`config.mk`:
```
export PLATFORM = sky130hd
export DESIGN_NAME = quoted_word_tokenizer_flat
export DESIGN_NICKNAME = d
export VERILOG_FILES = /design/src/hdl/qwt_pkg.sv /design/src/hdl/qwt_ifs.sv /design/src/hdl/qwt_in_stage.sv /design/src/hdl/qwt_parser.sv /design/src/hdl/qwt_out_stage.sv /design/src/hdl/quoted_word_tokenizer.sv /design/src/flat_wrapper.sv
export SDC_FILE = /design/constraint.sdc
export NUM_CORES = 1
export LEC_CHECK = 0
export BUFFER_PORTS_ARGS = -buffer_cell sky130_fd_sc_hd__buf_2
export CAP_MARGIN = 20
export CORE_ASPECT_RATIO = 0.8
export CORE_MARGIN = 2
export CORE_UTILIZATION = 50
export CTS_CLUSTER_SIZE = 14
export DETAILED_ROUTE_END_ITERATION = 10
export HOLD_SLACK_MARGIN = 0.05
export MAX_ROUTING_LAYER = met4
export PLACE_DENSITY = 0.78
export SLEW_MARGIN = 20
export SYNTH_ARGS = -nofsm -noshare
export SYNTH_HDL_FRONTEND = slang
export SYNTH_SLANG_ARGS = --single-unit
```
`constraint.sdc`:
```
create_clock -name clk -period 10.95 [get_ports clk]
set_input_delay 1.095 -clock clk [delete_from_list [all_inputs] [get_ports clk]]
set_output_delay 1.095 -clock clk [all_outputs]
set_load 0.02 [all_outputs]
```
`src/hdl/qwt_pkg.sv`:
```
// ----------------------------------------------------------------------------
// qwt_pkg
// Shared constants and item types for the quoted word tokenizer.
// ----------------------------------------------------------------------------
`timescale 1ns / 1ps

package qwt_pkg;

  // Longest line that offsets and counts can express before saturating.
  localparam int unsigned MAX_LINE       = 4096;
  // Opening backtick runs are counted up to this length; a longer run saturates.
  localparam int unsigned MAX_ALT_QUOTES = 15;

  // Offset and count widths follow from the line length.
  localparam int unsigned POS_W   = $clog2(MAX_LINE + 1);
  localparam int unsigned START_W = $clog2(MAX_LINE);
  localparam int unsigned RUN_W   = $clog2(MAX_ALT_QUOTES + 1);

  // Byte codes with a meaning of their own.
  localparam logic [7:0] CH_NUL   = 8'h00;
  localparam logic [7:0] CH_DQUOTE = 8'h22;
  localparam logic [7:0] CH_BTICK  = 8'h60;
  localparam logic [7:0] CH_BSLASH = 8'h5C;
  localparam logic [7:0] CH_SPACE  = 8'h20;
  localparam logic [7:0] CH_TAB    = 8'h09;
  localparam logic [7:0] CH_CR     = 8'h0D;

  // One input item: a line byte and the end-of-line mark.
  typedef struct packed {
    logic [7:0] char_in;
    logic       last;
  } item_t;

  // One result item.
  typedef struct packed {
    logic               word_valid;
    logic [START_W-1:0] word_start;
    logic [POS_W-1:0]   word_length;
    logic [POS_W-1:0]   word_end;
    logic               quoted;
    logic               quote_closed;
    logic               tick_quoted;
    logic [POS_W-1:0]   word_count;
    logic               line_end;
  } res_t;

  // Flow control between the pipeline stages.
  typedef struct packed {
    logic advance;  // the input stage may hand its item on this cycle
    logic load;     // a result item is offered to the result register this cycle
  } flow_t;

endpackage

```
`src/hdl/qwt_ifs.sv`:
```
// ----------------------------------------------------------------------------
// qwt_ifs
// Valid/ready channel interfaces for line bytes and word results.
// ----------------------------------------------------------------------------
`timescale 1ns / 1ps

// Line byte channel.
interface qwt_in_if;
  logic       valid;
  logic       ready;
  logic [7:0] char_in;
  logic       last;

  modport source (output valid, output char_in, output last, input ready);
  modport sink   (input valid, input char_in, input last, output ready);
endinterface

// Word result channel.
interface qwt_out_if;
  import qwt_pkg::*;

  logic               valid;
  logic               ready;
  logic               word_valid;
  logic [START_W-1:0] word_start;
  logic [POS_W-1:0]   word_length;
  logic [POS_W-1:0]   word_end;
  logic               quoted;
  logic               quote_closed;
  logic               tick_quoted;
  logic [POS_W-1:0]   word_count;
  logic               line_end;

  modport source (
    output valid, output word_valid, output word_start, output word_length,
    output word_end, output quoted, output quote_closed, output tick_quoted,
    output word_count, output line_end, input ready
  );
  modport sink (
    input valid, input word_valid, input word_start, input word_length,
    input word_end, input quoted, input quote_closed, input tick_quoted,
    input word_count, input line_end, output ready
  );
endinterface

```
`src/hdl/qwt_in_stage.sv`:
```
// ----------------------------------------------------------------------------
// qwt_in_stage
// Input register: holds one accepted byte until the parser consumes it.
// ----------------------------------------------------------------------------
`timescale 1ns / 1ps

module qwt_in_stage (
  input  logic          clk,
  input  logic          rst_n,
  input  logic          in_valid,
  output logic          in_ready,
  input  qwt_pkg::item_t in_item,
  input  logic          advance,
  output logic          item_valid,
  output qwt_pkg::item_t item
);
  import qwt_pkg::*;

  logic  valid_r;
  logic  valid_nxt;
  item_t item_r;

  // A new item may enter when the register is empty or is being drained.
  assign in_ready  = !valid_r || advance;
  assign valid_nxt = in_ready ? in_valid : valid_r;

  always_ff @(posedge clk) begin
    if (!rst_n) begin
      valid_r <= 1'b0;
    end else begin
      valid_r <= valid_nxt;
    end
  end

  // Payload register, loaded on acceptance only.
  always_ff @(posedge clk) begin
    if (in_valid && in_ready) begin
      item_r <= in_item;
    end
  end

  assign item_valid = valid_r;
  assign item       = item_r;

endmodule

```
`src/hdl/qwt_parser.sv`:
```
// ----------------------------------------------------------------------------
// qwt_parser
// Tokenizer state and the single-pass update for one line byte.
// ----------------------------------------------------------------------------
`timescale 1ns / 1ps

module qwt_parser (
  input  logic           clk,
  input  logic           rst_n,
  input  logic           fire,
  input  qwt_pkg::item_t item,
  output logic           res_present,
  output qwt_pkg::res_t  res
);
  import qwt_pkg::*;

  typedef enum logic [7:0] {
    PH_SKIP     = 8'b0000_0001,
    PH_OPEN_ALT = 8'b0000_0010,
    PH_PLAIN    = 8'b0000_0100,
    PH_DBL      = 8'b0000_1000,
    PH_ESC      = 8'b0001_0000,
    PH_ALT      = 8'b0010_0000,
    PH_TRAIL    = 8'b0100_0000,
    PH_DRAIN    = 8'b1000_0000
  } phase_t;

  localparam logic [POS_W-1:0]   POS_MAX   = POS_W'(MAX_LINE);
  localparam logic [START_W-1:0] START_MAX = START_W'(MAX_LINE - 1);
  localparam logic [RUN_W-1:0]   RUN_MAX   = RUN_W'(MAX_ALT_QUOTES);

  // Add with saturation at the maximum line length.
  function automatic logic [POS_W-1:0] sat_add(input logic [POS_W-1:0] a,
                                               input logic [RUN_W:0]   b);
    logic [POS_W:0] s;
    s = {1'b0, a} + (POS_W + 1)'(b);
    return (s > {1'b0, POS_MAX}) ? POS_MAX : s[POS_W-1:0];
  endfunction

  // Space, tab, line feed, vertical tab, form feed and carriage return.
  function automatic logic is_ws(input logic [7:0] c);
    return (c == CH_SPACE) || ((c >= CH_TAB) && (c <= CH_CR));
  endfunction

  // Offset clamped to the range of a start field.
  function automatic logic [START_W-1:0] clamp_start(input logic [POS_W-1:0] p);
    return (p > POS_W'(MAX_LINE - 1)) ? START_MAX : p[START_W-1:0];
  endfunction

  phase_t             phase_r, phase_nxt;
  logic [POS_W-1:0]   position_r, position_nxt;
  logic [START_W-1:0] start_pos_r, start_pos_nxt;
  logic [POS_W-1:0]   content_length_r, content_length_nxt;
  logic [RUN_W-1:0]   open_run_r, open_run_nxt;
  logic [RUN_W-1:0]   close_run_r, close_run_nxt;
  logic               dbl_flag_r, dbl_flag_nxt;
  logic               alt_flag_r, alt_flag_nxt;
  logic               closed_flag_r, closed_flag_nxt;
  logic               word_pending_r, word_pending_nxt;
  logic [POS_W-1:0]   words_seen_r, words_seen_nxt;

  // Single-pass update of the state for the byte in the input register.
  always_comb begin
    logic [7:0]       c;
    logic             emit;
    logic             line_done;
    logic [POS_W-1:0] pos_inc;
    logic [POS_W-1:0] end_off;
    logic [RUN_W-1:0] run_inc;

    c         = item.char_in;
    emit      = 1'b0;
    line_done = 1'b0;
    pos_inc   = sat_add(position_r, (RUN_W + 1)'(1));
    end_off   = '0;
    run_inc   = close_run_r + RUN_W'(1);

    phase_nxt          = phase_r;
    position_nxt       = position_r;
    start_pos_nxt      = start_pos_r;
    content_length_nxt = content_length_r;
    open_run_nxt       = open_run_r;
    close_run_nxt      = close_run_r;
    dbl_flag_nxt       = dbl_flag_r;
    alt_flag_nxt       = alt_flag_r;
    closed_flag_nxt    = closed_flag_r;
    word_pending_nxt   = word_pending_r;
    words_seen_nxt     = words_seen_r;
    res_present        = 1'b0;
    res                = '0;

    if (phase_r == PH_DRAIN) begin
      // After an early zero byte, wait for the end of the line.
      if (item.last) begin
        phase_nxt          = PH_SKIP;
        position_nxt       = '0;
        start_pos_nxt      = '0;
        content_length_nxt = '0;
        open_run_nxt       = '0;
        close_run_nxt      = '0;
        dbl_flag_nxt       = 1'b0;
        alt_flag_nxt       = 1'b0;
        closed_flag_nxt    = 1'b0;
        word_pending_nxt   = 1'b0;
        words_seen_nxt     = '0;
      end
    end else begin
      if (c == CH_NUL) begin
        line_done = 1'b1;
        end_off   = position_r;
      end else begin
        case (phase_r)
          PH_SKIP: begin
            if (is_ws(c)) begin
              phase_nxt = PH_SKIP;
            end else if (c == CH_DQUOTE) begin
              dbl_flag_nxt  = 1'b1;
              start_pos_nxt = clamp_start(pos_inc);
              phase_nxt     = PH_DBL;
            end else if (c == CH_BTICK) begin
              alt_flag_nxt = 1'b1;
              open_run_nxt = RUN_W'(1);
              phase_nxt    = PH_OPEN_ALT;
            end else begin
              start_pos_nxt      = clamp_start(position_r);
              word_pending_nxt   = 1'b1;
              content_length_nxt = sat_add(content_length_r, (RUN_W + 1)'(1));
              phase_nxt          = (c == CH_BSLASH) ? PH_ESC : PH_PLAIN;
            end
          end
          PH_OPEN_ALT: begin
            if (c == CH_BTICK) begin
              if (open_run_r < RUN_MAX) begin
                open_run_nxt = open_run_r + RUN_W'(1);
              end
            end else begin
              start_pos_nxt      = clamp_start(position_r);
              word_pending_nxt   = 1'b1;
              content_length_nxt = sat_add(content_length_r, (RUN_W + 1)'(1));
              close_run_nxt      = '0;
              phase_nxt          = PH_ALT;
            end
          end
          PH_PLAIN: begin
            if (is_ws(c)) begin
              emit    = 1'b1;
              end_off = position_r;
            end else begin
              content_length_nxt = sat_add(content_length_r, (RUN_W + 1)'(1));
              if (c == CH_BSLASH) begin
                phase_nxt = PH_ESC;
              end
            end
          end
          PH_DBL: begin
            word_pending_nxt = 1'b1;
            if (c == CH_DQUOTE) begin
              closed_flag_nxt = 1'b1;
              phase_nxt       = PH_TRAIL;
            end else begin
              content_length_nxt = sat_add(content_length_r, (RUN_W + 1)'(1));
              if (c == CH_BSLASH) begin
                phase_nxt = PH_ESC;
              end
            end
          end
          PH_ESC: begin
            content_length_nxt = sat_add(content_length_r, (RUN_W + 1)'(1));
            phase_nxt          = dbl_flag_r ? PH_DBL : PH_PLAIN;
          end
          PH_ALT: begin
            // A closing run must match the opening run; a shorter run is text.
            if (c == CH_BTICK) begin
              if (run_inc >= open_run_r) begin
                closed_flag_nxt = 1'b1;
                close_run_nxt   = '0;
                phase_nxt       = PH_TRAIL;
              end else begin
                close_run_nxt = run_inc;
              end
            end else begin
              content_length_nxt = sat_add(content_length_r,
                                           {1'b0, close_run_r} + (RUN_W + 1)'(1));
              close_run_nxt      = '0;
            end
          end
          PH_TRAIL: begin
            if (is_ws(c)) begin
              emit    = 1'b1;
              end_off = position_r;
            end
          end
          default: begin
            phase_nxt = PH_SKIP;
          end
        endcase
      end
      position_nxt = pos_inc;

      // A marked last byte ends the line as if a zero byte followed it.
      if (!line_done && item.last) begin
        line_done = 1'b1;
        if (!emit) begin
          end_off = pos_inc;
        end
      end

      // Backticks still open at line end count as word text.
      if (line_done && !emit && word_pending_nxt) begin
        content_length_nxt = sat_add(content_length_nxt, {1'b0, close_run_nxt});
      end

      // Assemble the result item.
      res_present = emit || line_done;
      if (emit || (line_done && word_pending_nxt)) begin
        words_seen_nxt   = sat_add(words_seen_r, (RUN_W + 1)'(1));
        res.word_valid   = 1'b1;
        res.word_start   = start_pos_nxt;
        res.word_length  = content_length_nxt;
        res.word_end     = end_off;
        res.quoted       = dbl_flag_nxt || alt_flag_nxt;
        res.quote_closed = closed_flag_nxt;
        res.tick_quoted  = alt_flag_nxt;
      end
      res.word_count = words_seen_nxt;
      res.line_end   = line_done;

      // Clear the word after it is reported, and the line at its end.
      if (emit || line_done) begin
        start_pos_nxt      = '0;
        content_length_nxt = '0;
        open_run_nxt       = '0;
        close_run_nxt      = '0;
        dbl_flag_nxt       = 1'b0;
        alt_flag_nxt       = 1'b0;
        closed_flag_nxt    = 1'b0;
        word_pending_nxt   = 1'b0;
        phase_nxt          = PH_SKIP;
      end
      if (line_done) begin
        position_nxt   = '0;
        words_seen_nxt = '0;
        if ((c == CH_NUL) && !item.last) begin
          phase_nxt = PH_DRAIN;
        end
      end
    end
  end

  // State registers, updated once per consumed item.
  always_ff @(posedge clk) begin
    if (!rst_n) begin
      phase_r          <= PH_SKIP;
      position_r       <= '0;
      start_pos_r      <= '0;
      content_length_r <= '0;
      open_run_r       <= '0;
      close_run_r      <= '0;
      dbl_flag_r       <= 1'b0;
      alt_flag_r       <= 1'b0;
      closed_flag_r    <= 1'b0;
      word_pending_r   <= 1'b0;
      words_seen_r     <= '0;
    end else if (fire) begin
      phase_r          <= phase_nxt;
      position_r       <= position_nxt;
      start_pos_r      <= start_pos_nxt;
      content_length_r <= content_length_nxt;
      open_run_r       <= open_run_nxt;
      close_run_r      <= close_run_nxt;
      dbl_flag_r       <= dbl_flag_nxt;
      alt_flag_r       <= alt_flag_nxt;
      closed_flag_r    <= closed_flag_nxt;
      word_pending_r   <= word_pending_nxt;
      words_seen_r     <= words_seen_nxt;
    end
  end

`ifndef SYNTH
  // A line end leaves the offset at the start of a fresh line.
  a_line_end_clears: assert property (@(posedge clk) disable iff (!rst_n)
    fire && res_present && res.line_end |=> position_r == '0 && words_seen_r == '0)
    else $error("line end did not clear the offset and count");

  // Inside a backtick quote the partial closing run stays below the opening run.
  a_close_run_short: assert property (@(posedge clk) disable iff (!rst_n)
    phase_r == PH_ALT |-> close_run_r < open_run_r)
    else $error("closing run reached the opening run without closing");

  // A reported word is always counted.
  a_word_counted: assert property (@(posedge clk) disable iff (!rst_n)
    fire && res_present && res.word_valid |-> res.word_count != '0)
    else $error("word reported with a zero count");

  // The offset never passes its saturation point.
  a_pos_bounded: assert property (@(posedge clk) disable iff (!rst_n)
    position_r <= POS_MAX)
    else $error("offset beyond the line length limit");
`endif

endmodule

```
`src/hdl/qwt_out_stage.sv`:
```
// ----------------------------------------------------------------------------
// qwt_out_stage
// Result register: holds a finished word result until it is taken.
// ----------------------------------------------------------------------------
`timescale 1ns / 1ps

module qwt_out_stage (
  input  logic          clk,
  input  logic          rst_n,
  input  logic          load,
  input  qwt_pkg::res_t res_in,
  output logic          free,
  output logic          out_valid,
  input  logic          out_ready,
  output qwt_pkg::res_t res_out
);
  import qwt_pkg::*;

  logic valid_r;
  logic valid_nxt;
  res_t res_r;

  // The register may be written when empty or when its item leaves now.
  assign free      = !valid_r || out_ready;
  assign valid_nxt = free ? load : valid_r;

  always_ff @(posedge clk) begin
    if (!rst_n) begin
      valid_r <= 1'b0;
    end else begin
      valid_r <= valid_nxt;
    end
  end

  // Payload register.
  always_ff @(posedge clk) begin
    if (load && free) begin
      res_r <= res_in;
    end
  end

  assign out_valid = valid_r;
  assign res_out   = res_r;

endmodule

```
`src/hdl/quoted_word_tokenizer.sv`:
```
// ----------------------------------------------------------------------------
// quoted_word_tokenizer
// Splits a command line, one byte per item, into words with quote flags.
// ----------------------------------------------------------------------------
//
//   Channel   Direction  Payload                                   Handshake
//   in_ch     sink       char_in[7:0], last                        valid/ready
//   out_ch    source     word_valid, word_start[11:0],             valid/ready
//                        word_length[12:0], word_end[12:0], quoted,
//                        quote_closed, tick_quoted, word_count[12:0],
//                        line_end
//
// One byte is accepted per cycle while out_ch does not stall; a result passes
// the input register, then the one-byte state update, then the result
// register. Reset is synchronous and clears the parser state at once; no
// clearing pass follows. When out_ch stalls, the result register holds,
// the input register keeps one more byte, and then in_ch.ready drops.
// ----------------------------------------------------------------------------
`timescale 1ns / 1ps

module quoted_word_tokenizer (
  input logic      clk,
  input logic      rst_n,
  qwt_in_if.sink   in_ch,
  qwt_out_if.source out_ch
);
  import qwt_pkg::*;

  item_t in_item;
  item_t item;
  logic  item_valid;
  logic  res_present;
  res_t  res;
  res_t  res_out;
  logic  out_free;
  flow_t flow;

  assign in_item.char_in = in_ch.char_in;
  assign in_item.last    = in_ch.last;

  // The input stage moves on whenever the result register can take an item;
  // bytes that give no result are simply consumed.
  assign flow.advance = out_free;
  assign flow.load    = item_valid && res_present;

  qwt_in_stage u_in (
    .clk        (clk),
    .rst_n      (rst_n),
    .in_valid   (in_ch.valid),
    .in_ready   (in_ch.ready),
    .in_item    (in_item),
    .advance    (flow.advance),
    .item_valid (item_valid),
    .item       (item)
  );

  qwt_parser u_parser (
    .clk         (clk),
    .rst_n       (rst_n),
    .fire        (item_valid && flow.advance),
    .item        (item),
    .res_present (res_present),
    .res         (res)
  );

  qwt_out_stage u_out (
    .clk       (clk),
    .rst_n     (rst_n),
    .load      (flow.load),
    .res_in    (res),
    .free      (out_free),
    .out_valid (out_ch.valid),
    .out_ready (out_ch.ready),
    .res_out   (res_out)
  );

  // Result fields onto the channel.
  assign out_ch.word_valid   = res_out.word_valid;
  assign out_ch.word_start   = res_out.word_start;
  assign out_ch.word_length  = res_out.word_length;
  assign out_ch.word_end     = res_out.word_end;
  assign out_ch.quoted       = res_out.quoted;
  assign out_ch.quote_closed = res_out.quote_closed;
  assign out_ch.tick_quoted  = res_out.tick_quoted;
  assign out_ch.word_count   = res_out.word_count;
  assign out_ch.line_end     = res_out.line_end;

endmodule

```
`src/flat_wrapper.sv`:
```
// flat-port wrapper written by rule: the top's interface ports become plain ports
module quoted_word_tokenizer_flat import qwt_pkg::*;
  (clk, rst_n, in_ch_valid, in_ch_char_in, in_ch_last, in_ch_ready, out_ch_valid, out_ch_word_valid, out_ch_word_start, out_ch_word_length, out_ch_word_end, out_ch_quoted, out_ch_quote_closed, out_ch_tick_quoted, out_ch_word_count, out_ch_line_end, out_ch_ready);
  qwt_in_if in_ch_i ();
  qwt_out_if out_ch_i ();
  input logic clk;
  input logic rst_n;
  input wire logic [$bits(in_ch_i.valid)-1:0] in_ch_valid;
  input wire logic [$bits(in_ch_i.char_in)-1:0] in_ch_char_in;
  input wire logic [$bits(in_ch_i.last)-1:0] in_ch_last;
  output wire logic [$bits(in_ch_i.ready)-1:0] in_ch_ready;
  output wire logic [$bits(out_ch_i.valid)-1:0] out_ch_valid;
  output wire logic [$bits(out_ch_i.word_valid)-1:0] out_ch_word_valid;
  output wire logic [$bits(out_ch_i.word_start)-1:0] out_ch_word_start;
  output wire logic [$bits(out_ch_i.word_length)-1:0] out_ch_word_length;
  output wire logic [$bits(out_ch_i.word_end)-1:0] out_ch_word_end;
  output wire logic [$bits(out_ch_i.quoted)-1:0] out_ch_quoted;
  output wire logic [$bits(out_ch_i.quote_closed)-1:0] out_ch_quote_closed;
  output wire logic [$bits(out_ch_i.tick_quoted)-1:0] out_ch_tick_quoted;
  output wire logic [$bits(out_ch_i.word_count)-1:0] out_ch_word_count;
  output wire logic [$bits(out_ch_i.line_end)-1:0] out_ch_line_end;
  input wire logic [$bits(out_ch_i.ready)-1:0] out_ch_ready;
  assign in_ch_i.valid = in_ch_valid;
  assign in_ch_i.char_in = in_ch_char_in;
  assign in_ch_i.last = in_ch_last;
  assign in_ch_ready = in_ch_i.ready;
  assign out_ch_valid = out_ch_i.valid;
  assign out_ch_word_valid = out_ch_i.word_valid;
  assign out_ch_word_start = out_ch_i.word_start;
  assign out_ch_word_length = out_ch_i.word_length;
  assign out_ch_word_end = out_ch_i.word_end;
  assign out_ch_quoted = out_ch_i.quoted;
  assign out_ch_quote_closed = out_ch_i.quote_closed;
  assign out_ch_tick_quoted = out_ch_i.tick_quoted;
  assign out_ch_word_count = out_ch_i.word_count;
  assign out_ch_line_end = out_ch_i.line_end;
  assign out_ch_i.ready = out_ch_ready;
  quoted_word_tokenizer u_core (.clk(clk), .rst_n(rst_n), .in_ch(in_ch_i), .out_ch(out_ch_i));
endmodule
```
==> out/results.txt <==
Num rows -> 45
Die area -> 0.0203 mm2
Total GRT Usage -> 29.9%
Slew Limit Fails -> 0
CTS Sinks -> 138
Final period util -> 61.9%
Distinct cell type count of the synthesized netlist -> 79
Clock transition at path regs -> 0.07 ns
Area of the mapped netlist -> 0.00961 mm2
Synthesized area per cell -> 8.11 um2
Peak VDD IR -> 78.0 uV
Syn nets -> 1216
Max cap viols -> 0
Synthesis Warnings -> 0
Reg-to-reg critical path startpoint -> u_core.u_parser.content_length_r[5]
Die X -> 159 um
Flop pwr share -> 44.9%
CP top delay family -> simple AND/OR/NAND/NOR gates
Non-filler cells in the finished layout -> 1473
Crit path time final -> 6.78 ns
Dpl hpwl -> 20900 um
Vias -> 9508
# diodes -> 0
Final hold vios -> 0
Setup Viol. Count Final -> 0
#FFs+latches synth -> 138
First-pass GRT wire length -> 47000 um
Setup TNS -> 0 ns
GR met3 Demand/Resource -> 6.05%
Vias per inst -> 6.45
Routed WL -> 29500 um
Setup crit end kind -> register
CTS tree -> done
Comb pwr share -> 8.5%
Final #Nets -> 1234
CP required -> 11.19 ns
Worst-margin pin slew -> 1.05 ns
Largest net degree at the start of global routing -> 74
Postcts setup bufs -> 0
Met2 GRT Util -> 42.5%
WP data arrival -> 7.02 ns
Net Sw Power -> 0.339 mW
Vias in the first global route -> 8340
GP Congestion -> 1.01
Area Overhead vs Synth -> 10.9%
Asr flop ratio synth -> 0%
Met1 usage -> 43.8%
Total congestion overflow -> 0
Residual DRC count -> 0
Hold_sp -> u_core.u_parser.alt_flag_r
Clock skew -> 0.0103 ns
Finished Core Util -> 56.3%
Sw frac -> 27.3%
Top FF cell, synth -> dfxtp_1
Max clock buf depth -> 2
Num CTS Buffers -> 17
Cts hold-fix bufs -> 0
Drt first pass iters -> 7
EDFF count, synth -> 65
Final ANT Viol Nets -> 0
DR iter-0 viols -> 1044
Clk pwr share -> 46.7%
Highest clock rate -> 0.147 GHz
Kind of critical path -> register to register
Max FO, Critical Path -> 21
GR peak layer -> met1
Post-DR wirelength/cell -> 20.0 um
Leakage -> 3.90 nW
Internal power -> 0.901 mW
Critical-path top delay cell -> dfxtp_1
Ports -> 71
CP startpoint -> u_core.u_parser.content_length_r[5]
Core ar. -> 0.0189 mm2
Slew HR -> 29.9%
CTS Root Cell -> clkbuf_16
Starting density of the core -> 50.8%
Skew-Pair Late Insertion Delay -> 0.43 ns
H-tree levels -> 4
Die H -> 128 um
Sequential area share after synthesis -> 35.5%
Unrepaired setup endpoints after global routing -> no
IO buf count -> 70
Syn Inst Count -> 1184
Layout cells sized above 1 -> 11.6%
Initial antenna violation count -> 0
Power Density -> 116 mW/mm2
Crit start category -> register
Crit path largest cell delay -> 0.81 ns
Hold/Removal Path Class -> register to register
WP buf/inv -> 2
Fill cells -> 1739
Cells after DPL -> 1441
Crit-path cells -> nand3_1 -> nor4_1 -> nand3_1 -> o21a_1 -> o21ai_2 -> inv_1 -> o32a_1 -> o21ai_0 -> ha_1 -> inv_1 -> fa_1 -> nor2b_1 -> o21ai_0 -> nor2b_1 -> a21oi_2 -> nand4_1 -> or4_1 -> a221oi_4 -> o21ai_2 -> o41ai_2
Outcome -> finished clean
Post-cts resize count -> 0
[power groups by stage]
stage / Combinational [mW] / Clock [mW] / Sequential, mW
final: 0.105 / 0.578 / 0.556
after global routing: 0.115 / 0.604 / 0.557
after CTS: 0.103 / 0.582 / 0.555
after detailed placement: 0.102 / 0 / 0.567
after global placement: 0.102 / 0 / 0.567
after floorplan: 0.0687 / 0 / 0.569
[registers in the layout, summed over array words and instances (netlist names), 8 cells and up]
| signal | count |
|---|---|
| u_core.u_parser.position_r | 13 |
| u_core.u_parser.start_pos_r | 12 |
| u_core.u_parser.content_length_r | 13 |
| u_core.u_out.res_out | 56 |
| u_core.u_parser.phase_r | 8 |
| u_core.u_parser.words_seen_r | 13 |
| u_core.u_in.item | 9 |
[cells by family (layout without fill, tap and decap cells)]
kind of cell,Yosys count,in the layout,share of synthesized area [%]
simple gates,519,519,27.8
compound gates,362,362,26.1
flops,138,138,35.5
buf+inv,107,138,4.25
xor+xnor,32,32,2.92
fa+ha+maj,19,19,2.63
mux,7,7,0.781
[cell usage in the layout (no fill, tap or decap), drive strengths merged, types with 31 or more instances in the layout]
cell type / instances
a21oi: 52
a22oi: 43
buf: 82
dfxtp: 73
edfxtp: 65
inv: 31
nand2: 112
nand3: 47
nor2: 127
nor2b: 50
o21ai: 86
[final timing paths]
check                          endpoint  slack, ns  cells past startpoint
min reg2reg  u_core.u_parser.alt_flag_r       0.47                      2
max            u_core.u_out.res_out[36]       4.17                     20
min          u_core.u_parser.alt_flag_r       0.47                      2
max reg2reg    u_core.u_out.res_out[36]       4.17                     20
[Yosys cell counts (all sizes together) (14+ instances only)]
master	count	area, um2
xor2	19	166
dfxtp	73	1460
nand3	47	235
nand2b	14	87.6
nor2b	50	313
nand2	112	420
inv	24	90.1
ha	17	213
clkbuf	76	285
nor3	30	150
and2	30	188
or3	22	138
nor2	127	477
a21boi	16	120
a22oi	43	323
edfxtp	65	1950
o21ai	86	438
a21oi	52	268
a31oi	16	100
[final cells by class]
type | instances | area, um2 | share of cell area, %
Timing Repair Buffer | 82 | 440 | 4.13
Sequential cell | 138 | 3410 | 32.0
Multi-Input combinational cell | 939 | 5810 | 54.5
Clock buffer | 18 | 429 | 4.03
Inverter | 24 | 90.1 | 0.845
Tap cell | 258 | 323 | 3.03
Clock inverter | 14 | 156 | 1.47
[per-stage QoR]
step | total power, mW | instance area (um2) | worst slack (ns) | hold slack (ns)
after CTS | 1.24 | 10700 | 4.30 | 0.469
after floorplan | 0.638 | 9610 | 5.32 | 0.444
after global routing | 1.28 | 10700 | 3.64 | 0.520
after global placement | 0.669 | 10100 | 4.59 | 0.452
final | 1.24 | 10700 | 4.17 | 0.473
after detailed placement | 0.669 | 10100 | 4.35 | 0.461
[worst register-to-register path, stage by stage, from the launching register on]
cell and delay (ns):
dfxtp_1 0.81, nand3_1 0.45, nor4_1 0.80, nand3_1 0.21, o21a_1 0.21, o21ai_2 0.16, inv_1 0.18, o32a_1 0.37
o21ai_0 0.35, ha_1 0.25, inv_1 0.06, fa_1 0.39, nor2b_1 0.11, o21ai_0 0.09, nor2b_1 0.18, a21oi_2 0.19
nand4_1 0.27, or4_1 0.61, a221oi_4 0.49, o21ai_2 0.15, o41ai_2 0.26
[routing by layer]
| layer | vias up | share of wire [%] |
|---|---|---|
| met5 | - | 0 |
| met4 | 0 | 1.7 |
| met3 | 55 | 10 |
| met2 | 547 | 42 |
| met1 | 4451 | 46 |
| li1 | 4455 | - |
No activity file was read; power rests on OpenSTA's default activity.
